## src/rtl/irpds_pkg.sv

```systemverilog
`timescale 1ns / 1ps

package irpds_pkg;

  localparam int MAX_BYTES_DEF = 32;

  localparam int DUR_W  = 20;
  localparam int SHORT_W = 16;
  localparam int CFG_W  = 20;
  localparam int CFG_IDX_W = 3;

  localparam logic [SHORT_W-1:0] LEADER_MARK_RST  = 16'd9000;
  localparam logic [SHORT_W-1:0] LEADER_SPACE_RST = 16'd4500;
  localparam logic [SHORT_W-1:0] BIT_MARK_RST     = 16'd560;
  localparam logic [SHORT_W-1:0] ONE_SPACE_RST    = 16'd1690;
  localparam logic [SHORT_W-1:0] ZERO_SPACE_RST   = 16'd560;
  localparam logic [DUR_W-1:0]   FRAME_GAP_RST    = 20'd40000;

  typedef enum logic [1:0] {
    KIND_TICK     = 2'd0,
    KIND_LOAD_ONE = 2'd1,
    KIND_LOAD_TWO = 2'd2,
    KIND_START    = 2'd3
  } kind_t;

  typedef enum logic [CFG_IDX_W-1:0] {
    REG_LEADER_MARK  = 3'd0,
    REG_LEADER_SPACE = 3'd1,
    REG_BIT_MARK     = 3'd2,
    REG_ONE_SPACE    = 3'd3,
    REG_ZERO_SPACE   = 3'd4,
    REG_FRAME_GAP    = 3'd5,
    REG_SECOND_EN    = 3'd6
  } cfg_reg_t;

  typedef enum logic [2:0] {
    PH_IDLE       = 3'd0,
    PH_LEAD_MARK  = 3'd1,
    PH_LEAD_SPACE = 3'd2,
    PH_BIT_MARK   = 3'd3,
    PH_BIT_SPACE  = 3'd4,
    PH_TRAIL_MARK = 3'd5,
    PH_GAP        = 3'd6
  } phase_t;

  typedef struct packed {
    logic ir_gate;
    logic busy;
    logic done;
    logic rejected;
  } result_t;

  // A zero duration still lasts one tick.
  function automatic logic [DUR_W-1:0] dur_fix(input logic [DUR_W-1:0] d);
    return (d == '0) ? DUR_W'(1) : d;
  endfunction

endpackage

```

## src/rtl/irpds_ram.sv

```systemverilog
`timescale 1ns / 1ps

module irpds_ram #(
  parameter int WIDTH = 8,
  parameter int DEPTH = irpds_pkg::MAX_BYTES_DEF,
  parameter int AW    = (DEPTH > 1) ? $clog2(DEPTH) : 1
) (
  input  logic             clk,
  input  logic             we,
  input  logic [AW-1:0]    waddr,
  input  logic [WIDTH-1:0] wdata,
  input  logic [AW-1:0]    raddr,
  output logic [WIDTH-1:0] rdata
);

  logic [WIDTH-1:0] mem [DEPTH];

  always_ff @(posedge clk) begin
    if (we) begin
      mem[waddr] <= wdata;
    end
    rdata <= mem[raddr];
  end

endmodule

```

## src/rtl/ir_pulse_distance_sender_unit.sv

```systemverilog
`timescale 1ns / 1ps
// Channel   Handshake             Payload
// in        in_valid / in_ready   kind, data_byte
// out       out_valid / out_ready ir_gate, busy_res, done_res, rejected
// cfg       cfg_we                cfg_index, cfg_data
//
// One request per clock while in_ready is high; its result is registered in the output buffer.
// A two-entry output buffer keeps input accepted while one result waits.
// in_ready drops only when both buffer entries are full.
// Frame bytes live in two registered-read RAMs; the next byte is fetched
// during the phase before it is needed. rst is synchronous and clears control.

module ir_pulse_distance_sender_unit #(
  parameter int MAX_BYTES = irpds_pkg::MAX_BYTES_DEF
) (
  input  logic                           clk,
  input  logic                           rst,
  input  logic                           in_valid,
  output logic                           in_ready,
  input  logic [1:0]                     kind,
  input  logic [7:0]                     data_byte,
  output logic                           out_valid,
  input  logic                           out_ready,
  output logic                           ir_gate,
  output logic                           busy_res,
  output logic                           done_res,
  output logic                           rejected,
  input  logic                           cfg_we,
  input  logic [irpds_pkg::CFG_IDX_W-1:0] cfg_index,
  input  logic [irpds_pkg::CFG_W-1:0]    cfg_data
);

  localparam int AW = (MAX_BYTES > 1) ? $clog2(MAX_BYTES) : 1;
  localparam int CW = $clog2(MAX_BYTES + 1);
  localparam int DW = irpds_pkg::DUR_W;
  localparam int SW = irpds_pkg::SHORT_W;

  // configuration
  logic [SW-1:0] leader_mark_us, leader_space_us, bit_mark_us;
  logic [SW-1:0] one_space_us, zero_space_us;
  logic [DW-1:0] frame_gap_us;
  logic          second_frame_enable;

  always_ff @(posedge clk) begin
    if (rst) begin
      leader_mark_us      <= irpds_pkg::LEADER_MARK_RST;
      leader_space_us     <= irpds_pkg::LEADER_SPACE_RST;
      bit_mark_us         <= irpds_pkg::BIT_MARK_RST;
      one_space_us        <= irpds_pkg::ONE_SPACE_RST;
      zero_space_us       <= irpds_pkg::ZERO_SPACE_RST;
      frame_gap_us        <= irpds_pkg::FRAME_GAP_RST;
      second_frame_enable <= 1'b0;
    end else if (cfg_we) begin
      case (cfg_index)
        irpds_pkg::REG_LEADER_MARK:  leader_mark_us  <= cfg_data[SW-1:0];
        irpds_pkg::REG_LEADER_SPACE: leader_space_us <= cfg_data[SW-1:0];
        irpds_pkg::REG_BIT_MARK:     bit_mark_us     <= cfg_data[SW-1:0];
        irpds_pkg::REG_ONE_SPACE:    one_space_us    <= cfg_data[SW-1:0];
        irpds_pkg::REG_ZERO_SPACE:   zero_space_us   <= cfg_data[SW-1:0];
        irpds_pkg::REG_FRAME_GAP:    frame_gap_us    <= cfg_data[DW-1:0];
        irpds_pkg::REG_SECOND_EN:    second_frame_enable <= cfg_data[0];
        default: ;
      endcase
    end
  end

  // transmit state
  irpds_pkg::phase_t phase, phase_next;
  logic [DW-1:0] time_left, time_left_next;
  logic [CW-1:0] byte_pos, byte_pos_next;
  logic [2:0]    bit_pos, bit_pos_next;
  logic [7:0]    shift_byte, shift_byte_next;
  logic          in_second_frame, in_second_frame_next;
  logic [CW-1:0] frame_one_count, frame_one_count_next;
  logic [CW-1:0] frame_two_count, frame_two_count_next;

  logic          accept;
  logic          busy;
  logic          load_one_we, load_two_we;
  logic          done, rej;
  logic [DW-1:0] time_dec;
  logic [CW-1:0] cur_count, byte_inc;
  logic [CW-1:0] rd_idx;
  logic [7:0]    rd_one, rd_two, cur_byte;
  irpds_pkg::result_t res;

  assign accept   = in_valid && in_ready;
  assign busy     = (phase != irpds_pkg::PH_IDLE);
  assign time_dec = time_left - DW'(1);
  assign cur_count = in_second_frame ? frame_two_count : frame_one_count;
  assign byte_inc  = byte_pos + CW'(1);
  assign cur_byte  = in_second_frame ? rd_two : rd_one;

  assign load_one_we = accept && (kind == irpds_pkg::KIND_LOAD_ONE) && !busy &&
                       (frame_one_count < CW'(MAX_BYTES));
  assign load_two_we = accept && (kind == irpds_pkg::KIND_LOAD_TWO) && !busy &&
                       (frame_two_count < CW'(MAX_BYTES));

  // Prefetch the byte that the next bit boundary needs: byte 0 before the bits,
  // the following byte while a byte is being sent.
  always_comb begin
    if (phase == irpds_pkg::PH_BIT_MARK || phase == irpds_pkg::PH_BIT_SPACE) begin
      rd_idx = byte_inc;
    end else begin
      rd_idx = '0;
    end
  end

  irpds_ram #(.WIDTH(8), .DEPTH(MAX_BYTES), .AW(AW)) u_frame_one (
    .clk   (clk),
    .we    (load_one_we),
    .waddr (frame_one_count[AW-1:0]),
    .wdata (data_byte),
    .raddr (rd_idx[AW-1:0]),
    .rdata (rd_one)
  );

  irpds_ram #(.WIDTH(8), .DEPTH(MAX_BYTES), .AW(AW)) u_frame_two (
    .clk   (clk),
    .we    (load_two_we),
    .waddr (frame_two_count[AW-1:0]),
    .wdata (data_byte),
    .raddr (rd_idx[AW-1:0]),
    .rdata (rd_two)
  );

  always_comb begin
    phase_next           = phase;
    time_left_next       = time_left;
    byte_pos_next        = byte_pos;
    bit_pos_next         = bit_pos;
    shift_byte_next      = shift_byte;
    in_second_frame_next = in_second_frame;
    frame_one_count_next = frame_one_count;
    frame_two_count_next = frame_two_count;
    done                 = 1'b0;
    rej                  = 1'b0;
    if (accept) begin
      case (kind)
        irpds_pkg::KIND_TICK: begin
          if (busy) begin
            time_left_next = time_dec;
            if (time_dec == '0) begin
              case (phase)
                irpds_pkg::PH_LEAD_MARK: begin
                  phase_next     = irpds_pkg::PH_LEAD_SPACE;
                  time_left_next = irpds_pkg::dur_fix(DW'(leader_space_us));
                end
                irpds_pkg::PH_LEAD_SPACE: begin
                  byte_pos_next  = '0;
                  bit_pos_next   = '0;
                  time_left_next = irpds_pkg::dur_fix(DW'(bit_mark_us));
                  if (cur_count == '0) begin
                    phase_next = irpds_pkg::PH_TRAIL_MARK;
                  end else begin
                    shift_byte_next = cur_byte;
                    phase_next      = irpds_pkg::PH_BIT_MARK;
                  end
                end
                irpds_pkg::PH_BIT_MARK: begin
                  phase_next     = irpds_pkg::PH_BIT_SPACE;
                  time_left_next = irpds_pkg::dur_fix(shift_byte[7] ?
                                   DW'(one_space_us) : DW'(zero_space_us));
                end
                irpds_pkg::PH_BIT_SPACE: begin
                  shift_byte_next = {shift_byte[6:0], 1'b0};
                  bit_pos_next    = bit_pos + 3'd1;
                  phase_next      = irpds_pkg::PH_BIT_MARK;
                  time_left_next  = irpds_pkg::dur_fix(DW'(bit_mark_us));
                  if (bit_pos == 3'd7) begin
                    byte_pos_next = byte_inc;
                    if (byte_inc >= cur_count) begin
                      phase_next = irpds_pkg::PH_TRAIL_MARK;
                    end else begin
                      shift_byte_next = cur_byte;
                    end
                  end
                end
                irpds_pkg::PH_TRAIL_MARK: begin
                  if (!in_second_frame && second_frame_enable) begin
                    in_second_frame_next = 1'b1;
                    phase_next           = irpds_pkg::PH_GAP;
                    time_left_next       = irpds_pkg::dur_fix(frame_gap_us);
                  end else begin
                    // drop back to idle and empty both frames
                    phase_next           = irpds_pkg::PH_IDLE;
                    time_left_next       = '0;
                    byte_pos_next        = '0;
                    bit_pos_next         = '0;
                    shift_byte_next      = '0;
                    in_second_frame_next = 1'b0;
                    frame_one_count_next = '0;
                    frame_two_count_next = '0;
                    done                 = 1'b1;
                  end
                end
                irpds_pkg::PH_GAP: begin
                  phase_next     = irpds_pkg::PH_LEAD_MARK;
                  time_left_next = irpds_pkg::dur_fix(DW'(leader_mark_us));
                end
                default: begin
                  phase_next     = irpds_pkg::PH_IDLE;
                  time_left_next = '0;
                end
              endcase
            end
          end
        end
        irpds_pkg::KIND_LOAD_ONE: begin
          if (load_one_we) begin
            frame_one_count_next = frame_one_count + CW'(1);
          end else begin
            rej = 1'b1;
          end
        end
        irpds_pkg::KIND_LOAD_TWO: begin
          if (load_two_we) begin
            frame_two_count_next = frame_two_count + CW'(1);
          end else begin
            rej = 1'b1;
          end
        end
        irpds_pkg::KIND_START: begin
          if (busy) begin
            rej = 1'b1;
          end else begin
            in_second_frame_next = 1'b0;
            byte_pos_next        = '0;
            bit_pos_next         = '0;
            shift_byte_next      = '0;
            phase_next           = irpds_pkg::PH_LEAD_MARK;
            time_left_next       = irpds_pkg::dur_fix(DW'(leader_mark_us));
          end
        end
        default: ;
      endcase
    end
  end

  always_comb begin
    res.ir_gate  = (phase_next == irpds_pkg::PH_LEAD_MARK) ||
                   (phase_next == irpds_pkg::PH_BIT_MARK) ||
                   (phase_next == irpds_pkg::PH_TRAIL_MARK);
    res.busy     = (phase_next != irpds_pkg::PH_IDLE);
    res.done     = done;
    res.rejected = rej;
  end

  always_ff @(posedge clk) begin
    if (rst) begin
      phase           <= irpds_pkg::PH_IDLE;
      time_left       <= '0;
      byte_pos        <= '0;
      bit_pos         <= '0;
      shift_byte      <= '0;
      in_second_frame <= 1'b0;
      frame_one_count <= '0;
      frame_two_count <= '0;
    end else begin
      phase           <= phase_next;
      time_left       <= time_left_next;
      byte_pos        <= byte_pos_next;
      bit_pos         <= bit_pos_next;
      shift_byte      <= shift_byte_next;
      in_second_frame <= in_second_frame_next;
      frame_one_count <= frame_one_count_next;
      frame_two_count <= frame_two_count_next;
    end
  end

  // two-entry output buffer: main register plus skid
  irpds_pkg::result_t out_res, skid_res;
  logic skid_valid;
  logic pop;

  assign in_ready = !skid_valid;
  assign pop      = out_valid && out_ready;

  always_ff @(posedge clk) begin
    if (rst) begin
      out_valid  <= 1'b0;
      skid_valid <= 1'b0;
    end else if (skid_valid) begin
      if (pop) begin
        skid_valid <= 1'b0;
      end
    end else if (accept) begin
      if (out_valid && !pop) begin
        skid_valid <= 1'b1;
      end else begin
        out_valid <= 1'b1;
      end
    end else if (pop) begin
      out_valid <= 1'b0;
    end
  end

  always_ff @(posedge clk) begin
    if (skid_valid) begin
      if (pop) begin
        out_res <= skid_res;
      end
    end else if (accept) begin
      if (out_valid && !pop) begin
        skid_res <= res;
      end else begin
        out_res <= res;
      end
    end
  end

  assign ir_gate  = out_res.ir_gate;
  assign busy_res = out_res.busy;
  assign done_res = out_res.done;
  assign rejected = out_res.rejected;

  a_skid_implies_out: assert property (@(posedge clk) disable iff (rst)
    skid_valid |-> out_valid)
    else $error("skid entry held without a main entry");

  a_busy_timer: assert property (@(posedge clk) disable iff (rst)
    (phase != irpds_pkg::PH_IDLE) |-> (time_left != '0))
    else $error("active phase with an empty timer");

  a_bitpos_outside_bits: assert property (@(posedge clk) disable iff (rst)
    (phase != irpds_pkg::PH_BIT_MARK && phase != irpds_pkg::PH_BIT_SPACE)
      |-> (bit_pos == 3'd0))
    else $error("bit position left nonzero outside the bit phases");

  a_done_idle: assert property (@(posedge clk) disable iff (rst)
    (out_valid && done_res) |-> (!busy_res && !ir_gate && !rejected))
    else $error("done result while still busy");

  a_gate_busy: assert property (@(posedge clk) disable iff (rst)
    (out_valid && ir_gate) |-> busy_res)
    else $error("carrier gate on while idle");

endmodule
```

## config.mk

```make
export PLATFORM = sky130hd
export DESIGN_NAME = ir_pulse_distance_sender_unit
export DESIGN_NICKNAME = d
export VERILOG_FILES = /design/src/rtl/irpds_pkg.sv /design/src/rtl/irpds_ram.sv /design/src/rtl/ir_pulse_distance_sender_unit.sv
export SDC_FILE = /design/constraint.sdc
export NUM_CORES = 1
export LEC_CHECK = 0
export BUFFER_PORTS_ARGS = -buffer_cell sky130_fd_sc_hd__buf_4
export CAP_MARGIN = 10
export CORE_AREA = 10 10 182 312
export DETAILED_ROUTE_END_ITERATION = 6
export DIE_AREA = 0 0 192 322
export GPL_TIMING_DRIVEN = 0
export HOLD_SLACK_MARGIN = 0.12
export PLACE_DENSITY = 0.74
export SLEW_MARGIN = 0
export SYNTH_ARGS = -nofsm -noshare
export SYNTH_HDL_FRONTEND = slang
export SYNTH_SLANG_ARGS = --single-unit
```

## constraint.sdc

```tcl
create_clock -name clk -period 4 [get_ports clk]
set_input_delay 0.8 -clock clk [delete_from_list [all_inputs] [get_ports clk]]
set_output_delay 0.8 -clock clk [all_outputs]
set_load 0.01 [all_outputs]
```

# ---- Yosys cells after proc, flatten, opt, wreduce, memory -nomap -nowiden
# Memories as Yosys holds them, arrays and structs flattened. A register that Yosys moved wholly into a read port is not among the register bits.
# Cells that the tools add are included.
dict set report word_totals {
  ramBits 512
  out_inout_bits 6
  regBits 164
  romBits 0
  n_memories 2
  latchBits 0
}
# name depth word_bits read_ports rd_clocked_by_memory_dff wr line
set memory_table {}
lappend memory_table {u_frame_one.mem 32 8 1 1 1 irpds_ram.sv:16} ;# logic [WIDTH-1:0] mem [DEPTH];
lappend memory_table {u_frame_two.mem 32 8 1 1 1 irpds_ram.sv:16}
dict set report classes {
  n_reduce_logical 51
  add_sub_neg 5
  multipliers 0
  eq_ne 33
  bitwise 1
  shift 0
  n_mux 84
  div_mod_pow 0
  order_cmp 3
}
# op count
set op_table {}
lappend op_table {{20-bit 2-to-1 mux} 5}
lappend op_table {{20-bit case mux with 5 select lines} 1}
lappend op_table {{16-bit 2-to-1 mux} 5}
lappend op_table {{6-bit 2-to-1 mux} 11}
lappend op_table {{8-bit 2-to-1 mux} 8}
lappend op_table {{20-bit zero test} 3}
lappend op_table {{16-bit zero test} 3}
lappend op_table {{20-bit case mux with 2 select lines} 1}
lappend op_table {{3-bit 2-to-1 mux} 12}
lappend op_table {{6-bit case mux with 2 select lines} 3}
lappend op_table {{3-bit == test, second input constant} 8}
lappend op_table {{1-bit 2-to-1 mux} 24}
lappend op_table {{8-bit case mux with 3 select lines} 1}
lappend op_table {{7-bit AND reduction} 3}
lappend op_table {{20-bit by 1-bit subtractor with 20-bit output, second input constant} 1}
lappend op_table {{6-bit by 1-bit adder with 6-bit output, second input constant} 3}
lappend op_table {{2-bit inequality test, second input constant} 9}
lappend op_table {{3-bit case mux with 6 select lines} 1}
lappend op_table {{6-bit case mux with 3 select lines} 1}
lappend op_table {{4-bit 2-to-1 mux} 4}
lappend op_table {{8-bit case mux with 2 select lines} 1}
lappend op_table {{8-bit AND reduction} 2}
lappend op_table {{3-bit by 2-bit == test with 1-bit output, second input constant} 5}
lappend op_table {{2-bit AND reduction} 7}
lappend op_table {{27 further kinds} 55}

# ---- Longest topological paths before layout
# Gate-level depths: netlist of the first run.
dict set report logic_depth {
  ltp_word 15
  mapped_depth 11
  ltp_nobuf 11
}

# ---- By module
# A second synthesis of the first run with hierarchy kept.
dict set report unflattened {
  hier_cells 1922
  area_unflattened_um2 28700.0
}
# mod area_each_um2 instances cells_each
set by_module_without_submodules {}
lappend by_module_without_submodules {irpds_ram 10053.4 2 417}
lappend by_module_without_submodules {ir_pulse_distance_sender_unit 8593.2 1 1088}

# ---- Worst setup path after synthesis of the first run
# OpenSTA, ideal clock, no wires.
dict set report synth_path {
  kind {register to register}
  startpoint {register in_second_frame}
  endpoint {register shift_byte[0]}
  required_time_ns 3.929
  n_path_buf 2
  arrival_time_ns 3.268
  slack_ns 0.662
  setup_time_ns 0.071
  stages_incl_launch_ff 11
  cell_sequence {dfxtp_1 -> clkbuf_1 -> clkbuf_1 -> o21ai_0 -> ha_1 -> nand2b_1 -> a2111oi_0 -> o311ai_0 -> o31a_1 -> or4_1 -> a21oi_1}
}
dict set report synth_via {
  elab_chain_len 8
}
# element line
set synth_rtl {}
lappend synth_rtl {{start: declaration} ir_pulse_distance_sender_unit.sv:73} ;# logic in_second_frame, in_second_frame_next;
lappend synth_rtl {{start signal: assignment} ir_pulse_distance_sender_unit.sv:265} ;# in_second_frame <= in_second_frame_next;
lappend synth_rtl {{6-bit 2-to-1 mux} ir_pulse_distance_sender_unit.sv:90} ;# assign cur_count = in_second_frame ? frame_two_count : frame_one_count;
lappend synth_rtl {{6-bit >= comparator} ir_pulse_distance_sender_unit.sv:172} ;# if (byte_inc >= cur_count) begin
lappend synth_rtl {{8-bit 2-to-1 mux} ir_pulse_distance_sender_unit.sv:172}
lappend synth_rtl {{8-bit 2-to-1 mux} ir_pulse_distance_sender_unit.sv:170} ;# if (bit_pos == 3'd7) begin
lappend synth_rtl {{8-bit case mux with 3 select lines} ir_pulse_distance_sender_unit.sv:144} ;# case (phase)
lappend synth_rtl {{8-bit 2-to-1 mux} ir_pulse_distance_sender_unit.sv:143} ;# if (time_dec == '0) begin
lappend synth_rtl {{8-bit 2-to-1 mux} ir_pulse_distance_sender_unit.sv:141} ;# if (busy) begin
lappend synth_rtl {{8-bit case mux with 2 select lines} ir_pulse_distance_sender_unit.sv:139} ;# case (kind)
lappend synth_rtl {{end signal: assignment} ir_pulse_distance_sender_unit.sv:264} ;# shift_byte <= shift_byte_next;
lappend synth_rtl {{end: declaration} ir_pulse_distance_sender_unit.sv:72} ;# logic [7:0] shift_byte, shift_byte_next;
# Parallel ways exist; a longest one is shown, timed or not. The select of a mux whose other input is x is not followed.
# A chain may end at the register's enable or synchronous reset.

# ---- Worst setup path in the final report of the first run
dict set report layout_path {
  startpoint {register byte_pos[0]}
  endpoint {register shift_byte[7]}
}
dict set report layout_via {
  elab_chain_len 8
}
# element line
set layout_rtl {}
lappend layout_rtl {{start: declaration} ir_pulse_distance_sender_unit.sv:70} ;# logic [CW-1:0] byte_pos, byte_pos_next;
lappend layout_rtl {{start signal: assignment} ir_pulse_distance_sender_unit.sv:262} ;# byte_pos <= byte_pos_next;
lappend layout_rtl {{6-bit by 1-bit adder with 6-bit output} ir_pulse_distance_sender_unit.sv:91} ;# assign byte_inc = byte_pos + CW'(1);
lappend layout_rtl {{6-bit >= comparator} ir_pulse_distance_sender_unit.sv:172}
lappend layout_rtl {{8-bit 2-to-1 mux} ir_pulse_distance_sender_unit.sv:172}
lappend layout_rtl {{8-bit 2-to-1 mux} ir_pulse_distance_sender_unit.sv:170}
lappend layout_rtl {{8-bit case mux with 3 select lines} ir_pulse_distance_sender_unit.sv:144}
lappend layout_rtl {{8-bit 2-to-1 mux} ir_pulse_distance_sender_unit.sv:143}
lappend layout_rtl {{8-bit 2-to-1 mux} ir_pulse_distance_sender_unit.sv:141}
lappend layout_rtl {{8-bit case mux with 2 select lines} ir_pulse_distance_sender_unit.sv:139}
# Every way passes these cells. The select of a mux whose other input is x is not followed.

==> impl_metrics.env, run 1 <==
export IMPL_status="complete, but fails checks"
export IMPL_violations="design-rule violations, negative setup slack"
export IMPL_critPathCapture="shift_byte[7]"
export IMPL_wirelength_um=98300
export IMPL_r2r_start="byte_pos[0]"
export IMPL_viasPerCell=6.58
export IMPL_power_density_nw_per_um2=438
export IMPL_syn_nets=2520
export IMPL_row_count=110
export IMPL_worst_r2r_setup_slack_ns=-0.03
export IMPL_clk_path_buf_depth=3
export IMPL_r2r_cells=11
export IMPL_cap_violations=0
export IMPL_clk_latency_ns=0.64
export IMPL_endpoint_kind="flip-flop"
export IMPL_nets=2623
export IMPL_io_pin_count=44
export IMPL_grt_pass1_vias=21300
export IMPL_crit_chain="ha_1, nand3_1, xor2_1, inv_1, ha_1, nand2_1, o311ai_0, o31a_1, nor2_1, a2111oi_0, nor3_1"
export IMPL_core_sq_um=51300
export IMPL_grt_pass1_wl_um=142000
export IMPL_grt_ovfl_total=0
export IMPL_drive_gt1_frac=0.103
export IMPL_grtUsageTotal=0.318
export IMPL_clk_pin_slew_ns=0.07
export IMPL_grt_max_degree=65
export IMPL_cts_inserted_buffers=60
export IMPL_area_delta_synth_final_pct=11.1
export IMPL_worstSetupPathType="flip-flop to flip-flop"
export IMPL_post_place_ws_ns=-0.582
export IMPL_yosys_warnings=0
export IMPL_start_kind="flip-flop"
export IMPL_cts_hold_buf=0
export IMPL_cellLeakagePower_nw=10.5
export IMPL_antenna_found_initial=0
export IMPL_routabilityCongestion=1.11
export IMPL_htree_levels=2
export IMPL_fin_crit_ns=4.03
export IMPL_final_common_cell="edfxtp_1"
export IMPL_cts_root_buffer="clkbuf_16"
export IMPL_hold_viol=0
export IMPL_synth_seq_cells=692
export IMPL_die_h_um=322
export IMPL_hold_path_class="input pin to flip-flop"
export IMPL_cp_startpoint="byte_pos[0]"
export IMPL_fin_ws_ns=-0.0293
export IMPL_synth_main_ff_cell="edfxtp_1"
export IMPL_initial_core_util=0.575
export IMPL_cts_setup_buffers=0
export IMPL_cp_max_fo=8
export IMPL_die_area_sq_um=61800
export IMPL_cp_data_required_time_ns=4.47
export IMPL_layout_common_cells="edfxtp_1, nand2_1, dfxtp_1"
export IMPL_timing_rr_end="shift_byte[7]"
export IMPL_multi_input_area_sq_um=9800
export IMPL_synth_edf_count=520
export IMPL_max_stage_delay_ns=0.82
export IMPL_die_w_um=192
export IMPL_place_area_sq_um=30700
export IMPL_post_route_period_util=1.01
export IMPL_ir_drop_mv=0.470
export IMPL_wl_per_cell_um=30.0
export IMPL_finalSetupViolCount=3
export IMPL_post_route_drc_count=1
export IMPL_crit_path_frequent_cell="ha_1"
export IMPL_netlist_instances=2459
export IMPL_arrival_ns=4.50
export IMPL_first_pass_iters=7
export IMPL_avgSynthCellArea_sq_um=12.0
export IMPL_cts_tree="built"
export IMPL_max_slew_margin=0.174
export IMPL_place_hpwl_um=71500
export IMPL_async_flop_share=0
export IMPL_dr_first_iter_drc_count=2202
export IMPL_total_power_mw=14.4
export IMPL_holdWs_ns=0.381
export IMPL_seq_area_frac_synth=0.646
export IMPL_fin_area_sq_um=32800
export IMPL_worstMarginPinSlew_ns=1.23
export IMPL_num_vias=21600
export IMPL_clock_sinks=692
export IMPL_num_fill_cells=3827
export IMPL_drv_slew=0
export IMPL_seq_area_sq_um=19100
export IMPL_critPathSlowestCell="o311ai_0"
export IMPL_clock_fmax_mhz=248
export IMPL_port_buffers=42
export IMPL_syn_cell_area_sq_um=29500
export IMPL_antenna_left=0
export IMPL_synth_distinct_cells=77
export IMPL_fin_worst_skew_ns=0.0168
-- per-stage QoR --
step / setup TNS [ns] / util / instances
global route: -0.249 / 0.639 / 3282
detailed placement: -37.50 / 0.598 / 3173
global placement: -21.36 / 0.598 / 3173
floorplan: 0 / - / 2459
finish: -0.0692 / 0.639 / 3283
CTS: 0 / 0.637 / 3282
-- metal layers --
| layer | global-route usage | vias to the layer above | share of wire |
|---|---|---|---|
| met1 | 0.317 | 10500 | 0.31 |
| met5 | 0 | - | 0 |
| met2 | 0.557 | 1135 | 0.51 |
| met3 | 0.0480 | 391 | 0.065 |
| li1 | - | 9581 | - |
| met4 | 0.285 | 0 | 0.11 |
-- synth_stat cells, types with 23 or more instances --
cell type    n  area (sq um)
a211oi_1    72           541
a21oi_1    120           601
a31oi_1     79           494
clkbuf_1   151           567
dfxtp_1    172          3440
edfxtp_1   520         15600
ha_1        23           288
inv_1       23          86.3
mux2_2      33           372
mux4_2      32           721
nand2_1    387          1450
nand3_1     58           290
nor2_1     127           477
nor2b_1     76           475
nor3_1      33           165
nor4_1      28           175
o21ai_0    115           576
o221ai_1    64           561
o22ai_1     68           425
-- flip-flops by register name (all words and copies together) (netlist names), 16 cells and up --
name and flops:
time_left 20, leader_mark_us 16, u_frame_one.mem 256, u_frame_two.mem 256
bit_mark_us 16, leader_space_us 16, frame_gap_us 20, zero_space_us 16
one_space_us 16
-- worst min path at each step --
stage	cells past startpoint	slack, ns	startpoint	end
finish	2	0.38	out_ready	skid_valid
global route	2	0.38	out_ready	skid_valid
CTS	2	0.37	out_ready	skid_valid
detailed placement	2	0.45	one_space_us[0]	one_space_us[0]
global placement	2	0.44	one_space_us[0]	one_space_us[0]
floorplan	2	0.43	one_space_us[0]	one_space_us[0]
-- critical path: cells and delay by family (launching register included) --
kind	cells	cell delay [ns]
adder cells (fa/ha/maj)	2	0.59
XOR/XNOR	1	0.40
AND/OR/NAND/NOR	4	0.43
buffers and inverters	1	0.15
AO/OA/AOI/OAI	3	1.77
flip-flops	1	0.54
-- final cells by class --
| cell class | count | share of cell area |
|---|---|---|
| Tap cell | 672 | 0.0256 |
| Buffer | 179 | 0.0224 |
| Inverter | 24 | 0.00275 |
| Clock inverter | 44 | 0.0123 |
| Sequential cell | 692 | 0.581 |
| Antenna cell | 1 | 0.0000763 |
| Timing Repair Buffer | 42 | 0.00962 |
| Clock buffer | 66 | 0.0471 |
| Multi-Input combinational cell | 1563 | 0.299 |
-- what timing repair did --
| item | CTS | global route |
|---|---|---|
| gates resized for setup | 14 | 23 |
| pin swaps | 0 | 0 |
| cloned | 0 | 0 |
| hold endpoints to repair | 0 | 0 |
| endpoints found under the setup margin | 29 | 187 |
-- power breakdown --
part           internal [mW]  switching (mW)
sequential              7.76          0.0578
combinational          0.226           0.544
clock                   3.12            2.66
total                   11.1            3.26
-- cells by family (layout without fill, tap and decap cells) --
family,after synthesis,after routing,synth area share
DFF,692,692,0.646
buffers and inverters,204,355,0.0275
muxes,81,81,0.0424
AOI/OAI and AO/OA,630,630,0.141
xor gates and xnor gates,10,10,0.00297
adders and majority gates,23,23,0.00975
and+or+nand+nor,819,819,0.131
other,0,1,0
(Power assumes the default switching activity.)
==> inputs of run 2 (changes only) <==
- REMOVE_ABC_BUFFERS: not set -> 1
==> run 2 against run 1 <==
Net effect:
- the flow now finishes without violations
- cell count shrank 4.7%
- sequential cell count is the same
- sequential power about the same
==> impl_metrics.env, run 2 (synthesis results as in run 1) <==
export IMPL_multi_input_area_sq_um=9760
export IMPL_layout_common_cells="edfxtp_1, nand2_1, dfxtp_1"
export IMPL_final_common_cell="edfxtp_1"
export IMPL_worstMarginPinSlew_ns=1.03
export IMPL_clk_latency_ns=0.62
export IMPL_arrival_ns=4.42
export IMPL_initial_core_util=0.575
export IMPL_antenna_found_initial=1
export IMPL_reg_top3="u_frame_one.mem (256), u_frame_two.mem (256)"
export IMPL_die_area_sq_um=61800
export IMPL_grtUsageTotal=0.255
export IMPL_worstSetupPathType="flip-flop to flip-flop"
export IMPL_num_fill_cells=3791
export IMPL_hold_path_class="input pin to flip-flop"
export IMPL_viasPerCell=6.55
export IMPL_rsz0062_at_grt="no"
export IMPL_cp_max_fo=69
export IMPL_post_route_drc_count=0
export IMPL_finalSetupTns_ns=0
export IMPL_clk_path_buf_depth=3
export IMPL_dp_cells=3011
export IMPL_clock_sinks=692
export IMPL_htree_levels=2
export IMPL_hold_viol=0
export IMPL_num_vias=20500
export IMPL_cts_tree="built"
export IMPL_grt_ovfl_total=0
export IMPL_drv_slew=0
export IMPL_endpoint_kind="flip-flop"
export IMPL_ir_drop_mv=0.351
export IMPL_cts_inserted_buffers=59
export IMPL_first_pass_iters=6
export IMPL_place_area_sq_um=30400
export IMPL_finalSetupViolCount=0
export IMPL_io_pin_count=44
export IMPL_die_w_um=192
export IMPL_p_comb_frac=0.047
export IMPL_place_hpwl_um=52600
export IMPL_fin_crit_ns=3.92
export IMPL_switching_share=0.216
export IMPL_fin_util=0.633
export IMPL_nets=2468
export IMPL_grt_pass1_vias=20600
export IMPL_clk_pin_slew_ns=0.06
export IMPL_port_buffers=43
export IMPL_seq_area_sq_um=19100
export IMPL_row_count=110
export IMPL_area_delta_synth_final_pct=10.1
export IMPL_dr_first_iter_drc_count=2104
export IMPL_wl_per_cell_um=25.5
export IMPL_status="finished, final reports clean"
export IMPL_core_sq_um=51300
export IMPL_grt_max_degree=118
export IMPL_cts_hold_buf=0
export IMPL_start_kind="flip-flop"
export IMPL_drive_gt1_frac=0.115
export IMPL_cp_data_required_time_ns=4.51
export IMPL_p_clk_frac=0.409
export IMPL_instances_no_fill=3130
export IMPL_cellLeakagePower_nw=10.5
export IMPL_clock_fmax_mhz=255
export IMPL_p_int_mw=11.3
export IMPL_power_density_nw_per_um2=442
export IMPL_power_switching_mw=3.10
export IMPL_max_slew_margin=0.311
export IMPL_wirelength_um=79900
export IMPL_cap_violations=0
export IMPL_p_seq_frac=0.544
export IMPL_post_route_period_util=0.979
export IMPL_grt_pass1_wl_um=120000
export IMPL_cts_root_buffer="clkbuf_16"
export IMPL_fin_worst_skew_ns=0.0267
export IMPL_antenna_left=0
export IMPL_routabilityCongestion=0.930
export IMPL_fin_area_sq_um=32500
export IMPL_die_h_um=322
## run 2: cell count changes in the layout (fill, tap and decap cells not counted), sizes merged
cell and delta:
clkbuf -137, clkinvlp -10, clkinv -3, buf -2, inv -2, and2 +1
## run 2: path summary, 6_finish.rpt
kind | start | endpoint | slack (ns) | cells after the start
max | phase[1] | u_frame_two.rdata[5] | 0.08 | 9
max reg2reg | phase[1] | u_frame_two.rdata[5] | 0.08 | 9
min | out_ready | skid_valid | 0.41 | 2
min reg2reg | leader_mark_us[0] | leader_mark_us[0] | 0.46 | 2
## run 2: layout make-up
type,instances,share of cell area
clock buffer,82,0.0521
inverter,24,0.00285
sequential,692,0.586
tap,672,0.0259
clock inverter,29,0.00989
multi-input combinational,1564,0.300
timing repair buffer,66,0.0227
antenna,1,0.0000770
## run 2: worst max-delay path, stage by stage, from the launching register on
cell and delay (ns):
dfxtp_1 0.71, nand3b_1 0.42, nand2_2 0.36, nand2_8 0.31, buf_16 0.36, buf_16 0.24
o221ai_1 0.22, o21ai_0 0.26, mux4_2 0.56, mux2_2 0.29
## run 2: power groups by stage
stage	clock network, mW	registers (mW)	logic [mW]
5_1_grt	6.18	7.83	0.733
4_1_cts	5.93	7.83	0.667
3_3_place_gp	0	7.98	0.638
6_report	5.88	7.83	0.679
3_5_place_dp	0	7.98	0.664
2_1_floorplan	0	7.96	0.354
## run 2: layer usage
layer | wire, um | share of wire | vias to the layer above | GRT usage
met5 | 0 | 0 | - | 0
met3 | 4150 | 0.052 | 302 | 0.0387
met2 | 42000 | 0.53 | 803 | 0.452
met4 | 6920 | 0.087 | 0 | 0.197
li1 | - | - | 9282 | -
met1 | 26900 | 0.34 | 10100 | 0.261
## run 2: metrics by stage
| step | hold slack (ns) | power [mW] | setup slack (ns) |
|---|---|---|---|
| 3_3_place_gp | 0.442 | 8.62 | -9.81 |
| 2_1_floorplan | 0.427 | 8.32 | -5.25 |
| 5_1_grt | 0.397 | 14.7 | 0.0119 |
| 3_5_place_dp | 0.449 | 8.65 | -0.584 |
| 6_report | 0.410 | 14.4 | 0.0823 |
| 4_1_cts | 0.393 | 14.4 | 0.0191 |
## run 2: repair_timing
item,CTS,global route
setup endpoints to repair,120,271
gates cloned,1,0
gates resized for setup,5,15
pin swaps,1,1
buffers inserted,0,4
